--- config.mk ---
export PLATFORM = sky130hd
export DESIGN_NAME = dac_nvm_store_bitbang_sequencer
export DESIGN_NICKNAME = d
export VERILOG_FILES = /design/src/hdl/dnss_pkg.sv /design/src/hdl/dnss_core.sv /design/src/hdl/dac_nvm_store_bitbang_sequencer.sv
export SDC_FILE = /design/constraint.sdc
export NUM_CORES = 1
export LEC_CHECK = 0
export BUFFER_PORTS_ARGS = -buffer_cell sky130_fd_sc_hd__clkbuf_2
export CAP_MARGIN = 20
export CELL_PAD_IN_SITES_DETAIL_PLACEMENT = 1
export CELL_PAD_IN_SITES_GLOBAL_PLACEMENT = 1
export CORE_ASPECT_RATIO = 1.2
export CORE_MARGIN = 4
export CORE_UTILIZATION = 27
export DETAILED_ROUTE_END_ITERATION = 6
export PLACE_DENSITY = 0.58
export SKIP_CTS_REPAIR_TIMING = 1
export SLEW_MARGIN = 20
export SYNTH_ARGS = -nofsm -noshare
export SYNTH_HDL_FRONTEND = slang
export SYNTH_SLANG_ARGS = --single-unit
--- constraint.sdc ---
create_clock -name clk -period 7.15 [get_ports clk]
set_input_delay 0 -clock clk [delete_from_list [all_inputs] [get_ports clk]]
set_output_delay 0 -clock clk [all_outputs]
set_load 0.005 [all_outputs]
--- src/hdl/dnss_pkg.sv ---
// types and constants shared by the store sequencer modules
package dnss_pkg;

    typedef struct packed {
        logic drv;
        logic sda;
        logic scl;
    } lines_t;

    typedef struct packed {
        logic [2:0] head_bits;
        logic [7:0] timing_address;
        logic [7:0] command_one;
        logic [7:0] command_two;
        logic [6:0] device_address;
        logic [7:0] setup_ticks;
        logic [7:0] hold_ticks;
        logic [7:0] period_ticks;
    } cfg_t;

    typedef struct packed {
        logic clock_line;
        logic data_level;
        logic data_drive;
        logic bus_handed_back;
        logic busy_res;
        logic finished;
    } res_t;

    localparam lines_t LINES_IDLE  = '{drv: 1'b0, sda: 1'b1, scl: 1'b1};
    localparam lines_t LINES_DRIVE = '{drv: 1'b1, sda: 1'b1, scl: 1'b1};

    localparam logic [7:0] SETUP_RESET  = 8'd2;
    localparam logic [7:0] HOLD_RESET   = 8'd2;
    localparam logic [7:0] PERIOD_RESET = 8'd4;

    // register indexes
    localparam logic [2:0] REG_HEAD_BITS      = 3'd0;
    localparam logic [2:0] REG_TIMING_ADDRESS = 3'd1;
    localparam logic [2:0] REG_COMMAND_ONE    = 3'd2;
    localparam logic [2:0] REG_COMMAND_TWO    = 3'd3;
    localparam logic [2:0] REG_DEVICE_ADDRESS = 3'd4;
    localparam logic [2:0] REG_SETUP_TICKS    = 3'd5;
    localparam logic [2:0] REG_HOLD_TICKS     = 3'd6;
    localparam logic [2:0] REG_PERIOD_TICKS   = 3'd7;

    // sequence steps
    localparam logic [4:0] STEP_IDLE     = 5'd0;
    localparam logic [4:0] STEP_START_A  = 5'd1;
    localparam logic [4:0] STEP_HEAD_A   = 5'd2;
    localparam logic [4:0] STEP_STOP_A   = 5'd3;
    localparam logic [4:0] STEP_START_B  = 5'd4;
    localparam logic [4:0] STEP_TADDR_A  = 5'd5;
    localparam logic [4:0] STEP_CMD1     = 5'd6;
    localparam logic [4:0] STEP_STOP_B   = 5'd7;
    localparam logic [4:0] STEP_START_C  = 5'd8;
    localparam logic [4:0] STEP_DEV      = 5'd9;
    localparam logic [4:0] STEP_CMD2_REP = 5'd10;
    localparam logic [4:0] STEP_STOP_C   = 5'd11;
    localparam logic [4:0] STEP_WAIT     = 5'd12;
    localparam logic [4:0] STEP_START_D  = 5'd13;
    localparam logic [4:0] STEP_HEAD_B   = 5'd14;
    localparam logic [4:0] STEP_STOP_D   = 5'd15;
    localparam logic [4:0] STEP_START_E  = 5'd16;
    localparam logic [4:0] STEP_TADDR_B  = 5'd17;
    localparam logic [4:0] STEP_CMD2     = 5'd18;
    localparam logic [4:0] STEP_STOP_E   = 5'd19;
    localparam logic [4:0] STEP_DONE     = 5'd20;

    // phases of one start, stop or byte
    localparam logic [2:0] PH_LEAD  = 3'd0;
    localparam logic [2:0] PH_SETUP = 3'd1;
    localparam logic [2:0] PH_HIGH  = 3'd2;
    localparam logic [2:0] PH_TAIL  = 3'd3;
    localparam logic [2:0] PH_ACK   = 3'd4;

    // acknowledge slot sub-states, carried in the bit position
    localparam logic [2:0] ACK_RELEASE = 3'd0;
    localparam logic [2:0] ACK_RISE    = 3'd1;
    localparam logic [2:0] ACK_HOLD    = 3'd2;
    localparam logic [2:0] ACK_POLL    = 3'd3;
    localparam logic [2:0] ACK_GAP     = 3'd4;
    localparam logic [2:0] ACK_FALL    = 3'd5;
    localparam logic [2:0] ACK_DRIVE   = 3'd6;

    localparam logic [2:0] HEAD_MSB = 3'd2;
    localparam logic [2:0] BYTE_MSB = 3'd7;

endpackage

--- src/hdl/dnss_core.sv ---
// sequencer state and per-tick next-state logic
module dnss_core #(
    parameter int STORE_WAIT_TICKS = 10000,
    parameter int ACK_POLL_LIMIT   = 250,
    parameter int COMMAND_REPEATS  = 8
) (
    input  logic           clk,
    input  logic           rst_n,
    input  logic           step_en,
    input  dnss_pkg::cfg_t cfg,
    input  logic           start_request,
    input  logic           sda_sample,
    output dnss_pkg::res_t res
);
    import dnss_pkg::*;

    localparam int WAIT_MAX = (STORE_WAIT_TICKS > 255) ? STORE_WAIT_TICKS : 255;
    localparam int WW       = $clog2(WAIT_MAX + 1);
    localparam int PW       = (ACK_POLL_LIMIT > 1) ? $clog2(ACK_POLL_LIMIT) : 1;
    localparam int RW       = $clog2(COMMAND_REPEATS + 1);

    typedef enum logic [2:0] {
        EL_IDLE  = 3'd0,
        EL_START = 3'd1,
        EL_STOP  = 3'd2,
        EL_BYTE  = 3'd3,
        EL_WAIT  = 3'd4,
        EL_DONE  = 3'd5,
        EL_BAD   = 3'd6
    } elem_t;

    logic [4:0]    step_reg, step_next;
    logic [2:0]    phase_reg, phase_next;
    logic [2:0]    bitpos_reg, bitpos_next;
    logic [RW-1:0] rep_reg, rep_next;
    logic [WW-1:0] wcnt_reg, wcnt_next;
    logic [PW-1:0] polls_reg, polls_next;
    lines_t        lines_reg, lines_next;

    elem_t         el;
    logic [7:0]    byte_val;
    logic          ack_none;
    logic          ack_exp;
    logic [WW-1:0] w_inc;
    logic          ge_setup, ge_hold, ge_period, ge_store;
    logic          poll_last;
    logic [RW-1:0] rep_inc;
    logic          done, byte_done, adv, fin;
    logic [4:0]    adv_to;

    // element decode of the current step
    always_comb
    begin
        el       = EL_BAD;
        byte_val = '0;
        ack_none = 1'b0;
        ack_exp  = 1'b0;
        unique case (step_reg) inside
            STEP_IDLE:
                el = EL_IDLE;
            STEP_START_A, STEP_START_B, STEP_START_C, STEP_START_D, STEP_START_E:
                el = EL_START;
            STEP_STOP_A, STEP_STOP_B, STEP_STOP_C, STEP_STOP_D, STEP_STOP_E:
                el = EL_STOP;
            STEP_HEAD_A, STEP_HEAD_B:
            begin
                el       = EL_BYTE;
                byte_val = {5'b0, cfg.head_bits};
                ack_none = 1'b1;
            end
            STEP_TADDR_A, STEP_TADDR_B:
            begin
                el       = EL_BYTE;
                byte_val = cfg.timing_address;
            end
            STEP_CMD1:
            begin
                el       = EL_BYTE;
                byte_val = cfg.command_one;
            end
            STEP_CMD2:
            begin
                el       = EL_BYTE;
                byte_val = cfg.command_two;
            end
            STEP_DEV:
            begin
                el       = EL_BYTE;
                byte_val = {cfg.device_address, 1'b0};
                ack_exp  = 1'b1;
            end
            STEP_CMD2_REP:
            begin
                el       = EL_BYTE;
                byte_val = cfg.command_two;
                ack_exp  = 1'b1;
            end
            STEP_WAIT:
                el = EL_WAIT;
            STEP_DONE:
                el = EL_DONE;
            default:
                el = EL_BAD;
        endcase
    end

    assign w_inc     = wcnt_reg + 1'b1;
    assign ge_setup  = w_inc >= WW'(cfg.setup_ticks);
    assign ge_hold   = w_inc >= WW'(cfg.hold_ticks);
    assign ge_period = w_inc >= WW'(cfg.period_ticks);
    assign ge_store  = w_inc >= WW'(STORE_WAIT_TICKS);
    assign poll_last = ({1'b0, polls_reg} + 1'b1) >= (PW + 1)'(ACK_POLL_LIMIT);
    assign rep_inc   = rep_reg + 1'b1;

    always_comb
    begin
        step_next   = step_reg;
        phase_next  = phase_reg;
        bitpos_next = bitpos_reg;
        rep_next    = rep_reg;
        wcnt_next   = wcnt_reg;
        polls_next  = polls_reg;
        lines_next  = lines_reg;
        done        = 1'b0;
        byte_done   = 1'b0;
        adv         = 1'b0;
        adv_to      = step_reg + 1'b1;
        fin         = 1'b0;

        unique case (el)
            EL_IDLE:
            begin
                if (start_request)
                begin
                    lines_next = LINES_DRIVE;
                    adv        = 1'b1;
                    adv_to     = STEP_START_A;
                end
            end
            EL_START:
            begin
                unique case (phase_reg)
                    PH_LEAD:
                    begin
                        lines_next = LINES_DRIVE;
                        phase_next = PH_SETUP;
                        wcnt_next  = '0;
                    end
                    PH_SETUP:
                    begin
                        wcnt_next = w_inc;
                        if (ge_setup)
                        begin
                            lines_next.sda = 1'b0;
                            phase_next     = PH_HIGH;
                            wcnt_next      = '0;
                        end
                    end
                    PH_HIGH:
                    begin
                        wcnt_next = w_inc;
                        if (ge_hold)
                        begin
                            lines_next.scl = 1'b0;
                            phase_next     = PH_TAIL;
                            wcnt_next      = '0;
                        end
                    end
                    PH_TAIL:
                    begin
                        wcnt_next = w_inc;
                        done      = ge_period;
                    end
                    default:
                    begin
                        phase_next = PH_LEAD;
                        wcnt_next  = '0;
                    end
                endcase
            end
            EL_STOP:
            begin
                unique case (phase_reg)
                    PH_LEAD:
                    begin
                        lines_next.sda = 1'b0;
                        lines_next.drv = 1'b1;
                        phase_next     = PH_SETUP;
                        wcnt_next      = '0;
                    end
                    PH_SETUP:
                    begin
                        wcnt_next = w_inc;
                        if (ge_setup)
                        begin
                            lines_next.scl = 1'b1;
                            phase_next     = PH_HIGH;
                            wcnt_next      = '0;
                        end
                    end
                    PH_HIGH:
                    begin
                        wcnt_next = w_inc;
                        if (ge_period)
                        begin
                            lines_next.sda = 1'b1;
                            phase_next     = PH_TAIL;
                            wcnt_next      = '0;
                        end
                    end
                    PH_TAIL:
                    begin
                        wcnt_next = w_inc;
                        done      = ge_period;
                    end
                    default:
                    begin
                        phase_next = PH_LEAD;
                        wcnt_next  = '0;
                    end
                endcase
            end
            EL_BYTE:
            begin
                unique case (phase_reg)
                    PH_LEAD:
                    begin
                        lines_next.sda = byte_val[bitpos_reg];
                        lines_next.drv = 1'b1;
                        phase_next     = PH_SETUP;
                        wcnt_next      = '0;
                    end
                    PH_SETUP:
                    begin
                        wcnt_next = w_inc;
                        if (ge_setup)
                        begin
                            lines_next.scl = 1'b1;
                            phase_next     = PH_HIGH;
                            wcnt_next      = '0;
                        end
                    end
                    PH_HIGH:
                    begin
                        wcnt_next = w_inc;
                        if (ge_period)
                        begin
                            lines_next.scl = 1'b0;
                            phase_next     = PH_TAIL;
                            wcnt_next      = '0;
                        end
                    end
                    PH_TAIL:
                    begin
                        wcnt_next = w_inc;
                        if (ge_hold)
                        begin
                            wcnt_next = '0;
                            if (bitpos_reg == 3'd0)
                            begin
                                phase_next = PH_ACK;
                            end
                            else
                            begin
                                bitpos_next = bitpos_reg - 1'b1;
                                phase_next  = PH_LEAD;
                            end
                        end
                    end
                    PH_ACK:
                    begin
                        if (ack_none)
                        begin
                            // head ends with sda low and scl high at once
                            lines_next = '{drv: 1'b1, sda: 1'b0, scl: 1'b1};
                            byte_done  = 1'b1;
                        end
                        else
                        begin
                            unique case (bitpos_reg)
                                ACK_RELEASE:
                                begin
                                    lines_next.drv = 1'b0;
                                    lines_next.sda = 1'b1;
                                    wcnt_next      = '0;
                                    bitpos_next    = ACK_RISE;
                                end
                                ACK_RISE:
                                begin
                                    wcnt_next = w_inc;
                                    if (ge_setup)
                                    begin
                                        lines_next.scl = 1'b1;
                                        wcnt_next      = '0;
                                        bitpos_next    = ACK_HOLD;
                                    end
                                end
                                ACK_HOLD:
                                begin
                                    wcnt_next = w_inc;
                                    if (ge_hold)
                                    begin
                                        polls_next  = '0;
                                        wcnt_next   = '0;
                                        bitpos_next = ACK_POLL;
                                    end
                                end
                                ACK_POLL:
                                begin
                                    if (sda_sample == ack_exp || poll_last)
                                    begin
                                        bitpos_next = ACK_GAP;
                                    end
                                    else
                                    begin
                                        polls_next = polls_reg + 1'b1;
                                    end
                                end
                                ACK_GAP:
                                begin
                                    wcnt_next   = '0;
                                    bitpos_next = ACK_FALL;
                                end
                                ACK_FALL:
                                begin
                                    wcnt_next = w_inc;
                                    if (ge_setup)
                                    begin
                                        lines_next.scl = 1'b0;
                                        wcnt_next      = '0;
                                        bitpos_next    = ACK_DRIVE;
                                    end
                                end
                                ACK_DRIVE:
                                begin
                                    wcnt_next = w_inc;
                                    if (ge_hold)
                                    begin
                                        lines_next.drv = 1'b1;
                                        byte_done      = 1'b1;
                                    end
                                end
                                default:
                                    bitpos_next = ACK_RELEASE;
                            endcase
                        end
                    end
                    default:
                    begin
                        phase_next = PH_LEAD;
                        wcnt_next  = '0;
                    end
                endcase

                if (byte_done)
                begin
                    if (step_reg == STEP_DEV)
                    begin
                        rep_next = '0;
                        adv      = 1'b1;
                    end
                    else if (step_reg == STEP_CMD2_REP)
                    begin
                        rep_next = rep_inc;
                        if (rep_inc < RW'(COMMAND_REPEATS))
                        begin
                            phase_next  = PH_LEAD;
                            wcnt_next   = '0;
                            bitpos_next = BYTE_MSB;
                            polls_next  = '0;
                        end
                        else
                        begin
                            adv = 1'b1;
                        end
                    end
                    else
                    begin
                        adv = 1'b1;
                    end
                end
            end
            EL_WAIT:
            begin
                wcnt_next = w_inc;
                done      = ge_store;
            end
            EL_DONE:
            begin
                fin        = 1'b1;
                lines_next = LINES_IDLE;
                rep_next   = '0;
                adv        = 1'b1;
                adv_to     = STEP_IDLE;
            end
            default:
            begin
                lines_next = LINES_IDLE;
                adv        = 1'b1;
                adv_to     = STEP_IDLE;
            end
        endcase

        if (done)
        begin
            adv = 1'b1;
        end

        if (adv)
        begin
            step_next   = adv_to;
            phase_next  = PH_LEAD;
            wcnt_next   = '0;
            polls_next  = '0;
            bitpos_next = (adv_to == STEP_HEAD_A || adv_to == STEP_HEAD_B) ? HEAD_MSB
                                                                           : BYTE_MSB;
        end
    end

    always_ff @(posedge clk or negedge rst_n)
    begin
        if (!rst_n)
        begin
            step_reg   <= STEP_IDLE;
            phase_reg  <= PH_LEAD;
            bitpos_reg <= BYTE_MSB;
            rep_reg    <= '0;
            wcnt_reg   <= '0;
            polls_reg  <= '0;
            lines_reg  <= LINES_IDLE;
        end
        else if (step_en)
        begin
            step_reg   <= step_next;
            phase_reg  <= phase_next;
            bitpos_reg <= bitpos_next;
            rep_reg    <= rep_next;
            wcnt_reg   <= wcnt_next;
            polls_reg  <= polls_next;
            lines_reg  <= lines_next;
        end
    end

    assign res.clock_line      = lines_next.scl;
    assign res.data_level      = lines_next.sda;
    assign res.data_drive      = lines_next.drv;
    assign res.bus_handed_back = (step_next == STEP_IDLE);
    assign res.busy_res        = (step_next != STEP_IDLE);
    assign res.finished        = fin;

endmodule

--- src/hdl/dac_nvm_store_bitbang_sequencer.sv ---
// top level of the store sequencer: config registers, tick handshake, result register
// Each accepted input word is one bus tick and yields exactly one result word, in the
// next cycle through the result register. A new tick is taken every cycle; in_ready
// drops only while the result register holds a word that out_ready has not taken.
// The sequencer state advances once per accepted tick, so line timing in ticks
// follows setup_ticks, hold_ticks and period_ticks. Configuration writes are
// taken every cycle and should be made while the sequence is idle.
module dac_nvm_store_bitbang_sequencer #(
    parameter int STORE_WAIT_TICKS = 10000,
    parameter int ACK_POLL_LIMIT   = 250,
    parameter int COMMAND_REPEATS  = 8
) (
    input  logic       clk,
    input  logic       rst_n,
    input  logic       in_valid,
    output logic       in_ready,
    input  logic       start_request,
    input  logic       sda_sample,
    output logic       out_valid,
    input  logic       out_ready,
    output logic       clock_line,
    output logic       data_level,
    output logic       data_drive,
    output logic       bus_handed_back,
    output logic       busy_res,
    output logic       finished,
    input  logic       cfg_valid,
    output logic       cfg_ready,
    input  logic [2:0] cfg_index,
    input  logic [7:0] cfg_data
);
    import dnss_pkg::*;

    cfg_t cfg_reg, cfg_next;
    logic out_valid_reg, out_valid_next;
    res_t res_reg;
    res_t res;
    logic in_accept;

    assign cfg_ready = 1'b1;
    assign in_ready  = !out_valid_reg || out_ready;
    assign in_accept = in_valid && in_ready;

    always_comb
    begin
        cfg_next = cfg_reg;
        if (cfg_valid)
        begin
            unique case (cfg_index)
                REG_HEAD_BITS:      cfg_next.head_bits      = cfg_data[2:0];
                REG_TIMING_ADDRESS: cfg_next.timing_address = cfg_data;
                REG_COMMAND_ONE:    cfg_next.command_one    = cfg_data;
                REG_COMMAND_TWO:    cfg_next.command_two    = cfg_data;
                REG_DEVICE_ADDRESS: cfg_next.device_address = cfg_data[6:0];
                REG_SETUP_TICKS:    cfg_next.setup_ticks    = cfg_data;
                REG_HOLD_TICKS:     cfg_next.hold_ticks     = cfg_data;
                REG_PERIOD_TICKS:   cfg_next.period_ticks   = cfg_data;
                default:            cfg_next = cfg_reg;
            endcase
        end
    end

    always_ff @(posedge clk or negedge rst_n)
    begin
        if (!rst_n)
        begin
            cfg_reg <= '{head_bits: 3'd0, timing_address: 8'd0, command_one: 8'd0,
                         command_two: 8'd0, device_address: 7'd0,
                         setup_ticks: SETUP_RESET, hold_ticks: HOLD_RESET,
                         period_ticks: PERIOD_RESET};
        end
        else
        begin
            cfg_reg <= cfg_next;
        end
    end

    dnss_core #(
        .STORE_WAIT_TICKS (STORE_WAIT_TICKS),
        .ACK_POLL_LIMIT   (ACK_POLL_LIMIT),
        .COMMAND_REPEATS  (COMMAND_REPEATS)
    ) u_core (
        .clk           (clk),
        .rst_n         (rst_n),
        .step_en       (in_accept),
        .cfg           (cfg_reg),
        .start_request (start_request),
        .sda_sample    (sda_sample),
        .res           (res)
    );

    always_comb
    begin
        if (in_accept)
        begin
            out_valid_next = 1'b1;
        end
        else if (out_ready)
        begin
            out_valid_next = 1'b0;
        end
        else
        begin
            out_valid_next = out_valid_reg;
        end
    end

    always_ff @(posedge clk or negedge rst_n)
    begin
        if (!rst_n)
        begin
            out_valid_reg <= 1'b0;
        end
        else
        begin
            out_valid_reg <= out_valid_next;
        end
    end

    always_ff @(posedge clk)
    begin
        if (in_accept)
        begin
            res_reg <= res;
        end
    end

    assign out_valid       = out_valid_reg;
    assign clock_line      = res_reg.clock_line;
    assign data_level      = res_reg.data_level;
    assign data_drive      = res_reg.data_drive;
    assign bus_handed_back = res_reg.bus_handed_back;
    assign busy_res        = res_reg.busy_res;
    assign finished        = res_reg.finished;

endmodule

# Word level (Yosys, flattened, before mapping)
# Index checks and enable logic that the tools add are counted.
[totals]
out_inout_bits = 9
reg_bits = 105
inputBits = 18
wordCells = 233
[classes]
add_sub_neg = 6
n_reduce_logical = 41
n_lt_le_gt_ge = 7
n_eq_ne = 50
mux = 105
[op_table]
columns = ["op", "n"]
rows = [
  ["case mux 14 bit (4 select lines)", 3],
  ["two-way mux 14 bit", 9],
  ["case mux 14 bit (3 select lines)", 2],
  ["two-way mux 8 bit", 10],
  ["two-way mux 3 bit", 26],
  ["equality test 5 x 4 -> 1 bit (second input constant)", 9],
  [">= comparator 14 x 8 -> 1 bit", 3],
  ["case mux 8 bit (5 select lines)", 1],
  ["equality test 3 bit (second input constant)", 10],
  ["case mux 3 bit (5 select lines)", 2],
  ["two-way mux 1 bit", 28],
  ["equality test 5 bit (second input constant)", 5],
  ["equality test 3 x 2 -> 1 bit (second input constant)", 8],
  ["case mux 3 bit (4 select lines)", 2],
  ["case mux 3 bit (7 select lines)", 1],
  ["equality test 5 x 3 -> 1 bit (second input constant)", 4],
  ["AND reduction 2 bit", 10],
  ["case mux 3 bit (6 select lines)", 1],
  ["case mux 8 bit (2 select lines)", 1],
  ["equality test 5 x 2 -> 1 bit (second input constant)", 3],
  ["adder 14 x 1 -> 14 bit (second input constant)", 1],
  [">= comparator 14 bit (second input constant)", 1],
  ["OR reduction 2 bit", 7],
  ["equality test 3 x 1 -> 1 bit (second input constant)", 4],
  ["38 further kinds", 58],
]

# Depth between registers and ports, before layout
# Gate-level depths: netlist of run 1.
[depth]
depth_word = 15
ltp_mapped = 16
depth_no_buf = 14

# By module
# A second synthesis of run 1 with hierarchy kept.
[unflattened]
cells_unflattened = 805
area_unflattened_um2 = 7458.4
[by_module_without_submodules]
columns = ["mod", "cells_per_inst", "seq_area_each_um2", "area_per_inst_um2", "instances"]
rows = [
  ["dnss_core", 662, 1007.2, 4829.6, 1],
  ["dac_nvm_store_bitbang_sequencer", 143, 1660.3, 2628.8, 1],
]

# Worst setup path after synthesis of run 1
# Ideal clock, no wire load.
[synth_timing]
path_type = "flip-flop to flip-flop"
from = "reg u_core.wcnt_reg[0]"
to = "reg res_reg, in the netlist busy_res, data pin"
t_arrival_ps = 3509
period_less_slack_ps = 3768
path_stages_with_launch = 15
path_slack_ps = 3382
cell_sequence = "dfrtp_1 ha_1 and4_1 nand2_1 xnor2_1 ha_1 and2_0 a221o_1 a31oi_1 a21oi_1 o211ai_1 nand2_2 a211oi_1 nor2_1 a211o_1"
[synth_rtl]
columns = ["item", "line", "rtl"]
rows = [
  ["start: declaration", "dnss_core.sv:36", "logic [WW-1:0] wcnt_reg, wcnt_next;"],
  ["start signal: assignment", "dnss_core.sv:438", "wcnt_reg <= wcnt_next;"],
  ["end signal: assignment", "dac_nvm_store_bitbang_sequencer.sv:124", "res_reg <= res;"],
  ["end: declaration", "dac_nvm_store_bitbang_sequencer.sv:36", "res_t res_reg;"],
]

# Worst setup path in the final report of run 1
[layout_timing]
from = "reg u_core.wcnt_reg[0]"
to = "reg u_core.wcnt_reg[2]"
[layout_via]
elab_chain_cells = 12
[layout_lines]
columns = ["item", "line", "rtl"]
rows = [
  ["adder 14 x 1 -> 14 bit (*)", "dnss_core.sv:107", "assign w_inc = wcnt_reg + 1'b1;"],
  [">= comparator 14 x 8 -> 1 bit, on equally long branches", "dnss_core.sv:108, dnss_core.sv:109", ""],
  ["two-way mux 14 bit, or another cell as far along", "-", ""],
  ["case mux 14 bit (4 select lines) / two-way mux 1 bit (equally long branches)", "dnss_core.sv:280", "unique case (bitpos_reg)"],
  ["two-way mux 14 bit / two-way mux 1 bit (equally long branches)", "dnss_core.sv:272", "if (ack_none)"],
  ["case mux 14 bit (4 select lines) / two-way mux 1 bit (equally long branches)", "dnss_core.sv:225", "unique case (phase_reg)"],
  ["two-way mux 14 bit / two-way mux 1 bit (equally long branches)", "dnss_core.sv:365, dnss_core.sv:130", ""],
  ["two-way mux 14 bit / two-way mux 1 bit (equally long branches)", "dnss_core.sv:362, dnss_core.sv:355", ""],
  ["two-way mux 14 bit / case mux 1 bit (3 select lines) (equally long branches)", "dnss_core.sv:357, dnss_core.sv:130", ""],
  ["two-way mux 14 bit / two-way mux 1 bit (equally long branches)", "dnss_core.sv:355, dnss_core.sv:404", ""],
  ["case mux 14 bit (4 select lines) / nonzero test 5 bit (equally long branches)", "-", ""],
  ["two-way mux 14 bit / AND reduction 2 bit (equally long branches)", "-", ""],
]
# Mark *: on every way between the ends. The rest lies on a longest branch, timed or not. The select of a mux whose other input is x is not followed.
# A chain may end at the register's enable or synchronous reset.

==> results of run 1 <==
stage by stage:
stage / power [W] / cell area, sq um / util (%)
2_1_floorplan: 0.00198 / 7440 / -
3_3_place_gp: 0.00244 / 7880 / 29.0
3_5_place_dp: 0.00246 / 7880 / 29.0
4_1_cts: 0.00301 / 8190 / 30.1
5_1_grt: 0.00324 / 8230 / 30.3
6_report: 0.00298 / 8230 / 30.3
worst max path at each step:
| stage | cells past startpoint | slack, ns | to |
|---|---|---|---|
| floorplan | 14 | 3.38 | busy_res |
| global placement | 14 | 2.62 | u_core.wcnt_reg[2] |
| detailed placement | 14 | 2.51 | u_core.wcnt_reg[2] |
| CTS | 14 | 2.50 | u_core.wcnt_reg[2] |
| global route | 14 | 2.01 | bus_handed_back |
| finish | 14 | 2.51 | u_core.wcnt_reg[2] |
critical path: stages, from the launching register on:
cell,delay (ns)
dfrtp_1,0.49
ha_1,0.35
and4_1,0.30
nand2_1,0.08
xnor2_1,0.42
ha_1,0.33
and2_0,0.15
a221o_1,0.31
a31oi_1,0.34
nand2_1,0.38
o211ai_1,0.42
o21ai_2,0.17
a21boi_1,0.20
or4b_1,0.53
nand3_1,0.09
per-layer routing:
layer	GRT usage (%)	up-vias
met5	0	-
li1	-	3051
met1	20.5	3217
met2	26.0	91
met4	4.64	0
met3	1.78	25
placed cells by master (no fill, tap or decap), types with 10 or more instances in the layout:
master,count
a21oi_1,47
a221oi_1,13
a31oi_1,10
and3_1,10
clkbuf_2,24
dfrtp_1,91
ha_1,40
inv_1,41
mux2_2,62
nand2_1,77
nand2b_1,17
nand3_1,28
nand4_1,10
nor2_1,57
nor3_1,17
o211ai_1,10
o21ai_0,37
o21ai_1,10
xor2_1,10
where the power goes:
group | total (W) | switching (W) | internal (W)
combinational | 0.00155 | 0.000997 | 0.000551
sequential | 0.000904 | 0.000146 | 0.000758
clock | 0.000533 | 0.000253 | 0.000279
total | 0.00298 | 0.00140 | 0.00159
logic make-up (layout without fill, tap and decap cells):
group	after synthesis	after routing	synth area share, %
and+or+nand+nor	276	276	19.2
muxes	63	63	9.52
adders and majority gates	40	40	6.73
AOI/OAI and AO/OA	232	232	22.0
other	1	1	0.0504
DFF	105	105	35.9
buffers and inverters	85	95	4.46
xor gates and xnor gates	19	19	2.24
cell type report:
type | count | area [sq um]
clock inverter | 7 | 85.1
fill | 3123 | 18900
timing repair buffer | 37 | 228
sequential | 105 | 2670
inverter | 42 | 158
clock buffer | 9 | 225
tap | 340 | 425
multi-input combinational | 631 | 4440
==> results.toml, run 1 <==
[outcome]
status = "finished, violations left"
failed_checks = "negative hold slack"

[layout]
fin_cells = 1171
syn2layout_area_growth_pct = 10.6
diodes = 0
layout.nets = 884
drive_above_1_share_pct = 17.1
largest_reg_flops = 58

[grt]
grt.overflow.total = 0
grt_max_degree = 70
grt_pass1_wl_um = 37300
antenna_found_initial = 0
grt_use_total_pct = 15.3
grt_pass1_vias = 6609

[floorplanning]
start_util_pct = 27.4
io_pins = 27
die_w_um = 160
die_area_sq_mm = 0.0303
fp-row-count = 66
chipHeight_um = 190
core_sq_mm = 0.0272

[yosys]
synthesis.nets = 879
async_flop_share_pct = 94.3
ys_seq_elements = 105
ys_top_cells_by_count = "91 x dfrtp_1, 77 x nand2_1, 62 x mux2_2, 57 x nor2_1, 47 x a21oi_1"
synth_ff_type = "dfrtp_1"
synth_area_sq_mm = 0.00744
syn_area_per_cell_sq_um = 9.06
synth.area.top_cells = "dfrtp_1 31%, mux2_2 9.4%, ha_1 6.7%"
synth-edff-count = 6
yosysTopAreaCellShare_pct = 30.6
yosys.area.top_type = "dfrtp_1"
synth_cell_types = 91
synthCells = 821
ys_warn_count = 0
ys_seq_area_share_pct = 35.9
yosysMostFrequentCell = "dfrtp_1"

[drt]
via_per_inst = 5.45
drt_wl_total_um = 22900
drt-initial-drc-count = 340
maxUsedRoutingLayer = "met4"
vias = 6384
wl_met2_um = 11100
drtPass1Iterations = 5
drcViolationCount = 0
ant_nets = 0
wl_met3_um = 559
wl_per_cell_um = 19.5
wirelength_met1_um = 10800

[pwr]
ir_drop_mv = 0.121
power_density_mw_per_mm2 = 363
p_leak_nw = 3.44

[setup_path]
r2r_cells = 14
reg2reg_from = "u_core.wcnt_reg[0]"
cp-start-kind = "flop"
rrSetupSlack_ns = 2.51
cp-end-kind = "flop"
crit_start = "u_core.wcnt_reg[0]"
worstReg2RegEnd = "u_core.wcnt_reg[2]"
path_max_fanout = 12
crit_required_ns = 7.45
cp.arrival_ns = 4.94
crit_type = "reg2reg"

[job]
cap_viol_max_count = 0

[clock_network]
clk_pin_slew_ns = 0.08
numCtsBuffers = 9
cts_tree = "built"
cts_buffer_depth = 2
clock_latency_ns = 0.36
cts_root_buf = "clkbuf_16"
numClockSinks = 105
h-tree-depth = 3

[sta]
tns_ns = 0
rsz0062_at_grt = "no"
skew_ns = 0.0116
finalHoldViolations = 1
layout_worst_path_cycle_share_pct = 64.9
slew_headroom_pct = 24.2
fin_hold_ws_ns = -0.0125
fmax_ghz = 0.215
worst_pin_slew_ns = 1.13
slew_viol_final = 0
finalCriticalPeriod_ns = 4.64
setup_slack_ns = 2.51
setup_viol = 0

[placed_design]
port_buffers = 25
pre_cts_ws_ns = 2.51
place_congestion = 0.850
dpl.cell_count = 1151
hpwlAfterDp_um = 16900

[hold_path]
min_from = "start_request"
holdPathStages = 3
min_path_type = "in2reg"
holdPathEnd = "u_core.step_reg[0]"
Power figures use the tool's default switching activity.
==> run 2, diff against run 1 <==
--- a/config.mk
+++ b/config.mk
@@ -13,7 +13,7 @@
 export CORE_MARGIN = 4
 export CORE_UTILIZATION = 27
 export DETAILED_ROUTE_END_ITERATION = 6
-export PLACE_DENSITY = 0.58
+export PLACE_DENSITY = 0.59
 export SKIP_CTS_REPAIR_TIMING = 1
 export SLEW_MARGIN = 20
 export SYNTH_ARGS = -nofsm -noshare
==> constraint.sdc (replaced) <==
create_clock -name clk -period 3.8 [get_ports clk]
set_input_delay 0 -clock clk [delete_from_list [all_inputs] [get_ports clk]]
set_output_delay 0 -clock clk [all_outputs]
set_load 0.005 [all_outputs]
==> results.toml, run 2 (synthesized netlist as in run 1, its figures left out) <==
[floorplanning]
start_util_pct = 27.4
chipHeight_um = 190
core_sq_mm = 0.0272
die_w_um = 160
fp-row-count = 66
die_area_sq_mm = 0.0303
io_pins = 27

[layout]
fin_cells = 1242
layout.nets = 955
largest_reg_flops = 58
diodes = 0
fin_util_pct = 32.6
layout_common_cells = "89 x dfrtp_1, 77 x nand2_1, 77 x buf_4"
fin_area_sq_mm = 0.00887
syn2layout_area_growth_pct = 19.2
drive_above_1_share_pct = 25.7
final_common_cell = "dfrtp_1"

[setup_path]
cpPeakStageDelay_ns = 0.42
worst-path-buf-inv = 2
cp-start-kind = "flop"
path_max_fanout = 6
cpMaxStageDelayCell = "dfrtp_1"
crit_top_cell = "buf_4"
crit_required_ns = 4.10
critical_path.top_delay_family = "simple AND/OR/NAND/NOR gates"
crit_type = "reg2reg"
crit_chain = "ha_2, and4_2, nand2_1, xnor2_2, ha_1, and2_0, a221o_1, a31oi_2, buf_4, a211oi_2, nor4_4, buf_4, and3_1, a21o_2, o21ba_1, o22ai_1"
cp-end-kind = "flop"
cp.arrival_ns = 3.92

[drt]
drt_wl_total_um = 23800
wl_per_cell_um = 19.2
ant_nets = 0
drt-initial-drc-count = 258
drtPass1Iterations = 4
via_per_inst = 5.31
drcViolationCount = 0
vias = 6589

[placed_design]
port_buffers = 25
hpwlAfterDp_um = 18300
placed_area_sq_mm = 0.00840
place_congestion = 0.836
dpl.cell_count = 1217

[sta]
slew_headroom_pct = 49.4
worst_pin_slew_ns = 0.759
finalCriticalPeriod_ns = 3.62
skew_ns = 0.0183
slew_viol_final = 0
finalHoldViolations = 14
fin_hold_ws_ns = -0.0212
rsz0062_at_grt = "yes"
layout_worst_path_cycle_share_pct = 95.2
fmax_ghz = 0.277
setup_viol = 0

[grt]
grt.overflow.total = 0
grt_use_total_pct = 15.9
grt_pass1_wl_um = 38700
grt_max_degree = 77
antenna_found_initial = 0
grt_pass1_vias = 6967

[pwr]
power_density_mw_per_mm2 = 708
p_leak_nw = 3.81
ir_drop_mv = 0.295
finalPower_w = 0.00628

[clock_network]
h-tree-depth = 3
cts_buffer_depth = 2
numClockSinks = 105
clk_pin_slew_ns = 0.09
numCtsBuffers = 9
cts_root_buf = "clkbuf_16"
cts_tree = "built"
clock_latency_ns = 0.38

[job]
cap_viol_max_count = 0

[hold_path]
min_path_type = "in2reg"

[outcome]
status = "finished, violations left"
failed_checks = "negative hold slack"
run 2: final timing paths:
path                               startpoint                   to  slack (ns)  depth (start not counted)
min reg2reg                        cfg_reg[4]           cfg_reg[4]        0.51                          1
min in group asynchronous               rst_n          cfg_reg[10]        0.22                          2
max reg2reg                u_core.wcnt_reg[0]   u_core.wcnt_reg[8]        0.18                         16
max                        u_core.wcnt_reg[0]   u_core.wcnt_reg[8]        0.18                         16
min                               cfg_data[6]          cfg_reg[53]       -0.02                          2
max in group asynchronous               rst_n  u_core.lines_reg[1]        2.69                          3
run 2: layer usage:
| metal | wire length, um | up-vias | GRT usage [%] |
|---|---|---|---|
| li1 | - | 3192 | - |
| met1 | 11000 | 3296 | 20.8 |
| met2 | 11900 | 78 | 28.0 |
| met3 | 543 | 23 | 1.89 |
| met4 | 330 | 0 | 3.81 |
| met5 | 0 | - | 0 |
run 2: stage by stage:
| stage | setup slack [ns] | TNS [ns] |
|---|---|---|
| 3_5_place_dp | 0.0207 | 0 |
| 3_3_place_gp | 0.0826 | 0 |
| 5_1_grt | -0.0376 | -0.214 |
| 4_1_cts | -0.0121 | -0.0208 |
| 6_report | 0.184 | 0 |
| 2_1_floorplan | 0.0325 | 0 |
run 2: area by class of cell:
type | instances | area (sq um)
clock buffers | 10 | 229
clock inverters | 6 | 73.8
fillers | 3110 | 18300
inverters | 42 | 158
multi-input cells | 631 | 4520
flip-flops and latches | 105 | 2670
well taps | 340 | 425
repair buffers | 108 | 790
run 2: report_power, final:
part	leakage, nW	switching (W)	total, W	internal, W
Sequential	1.29	0.000271	0.00170	0.00143
Clock	0.150	0.000495	0.00102	0.000524
Combinational	2.38	0.00204	0.00356	0.00153
Total	3.81	0.00280	0.00628	0.00348
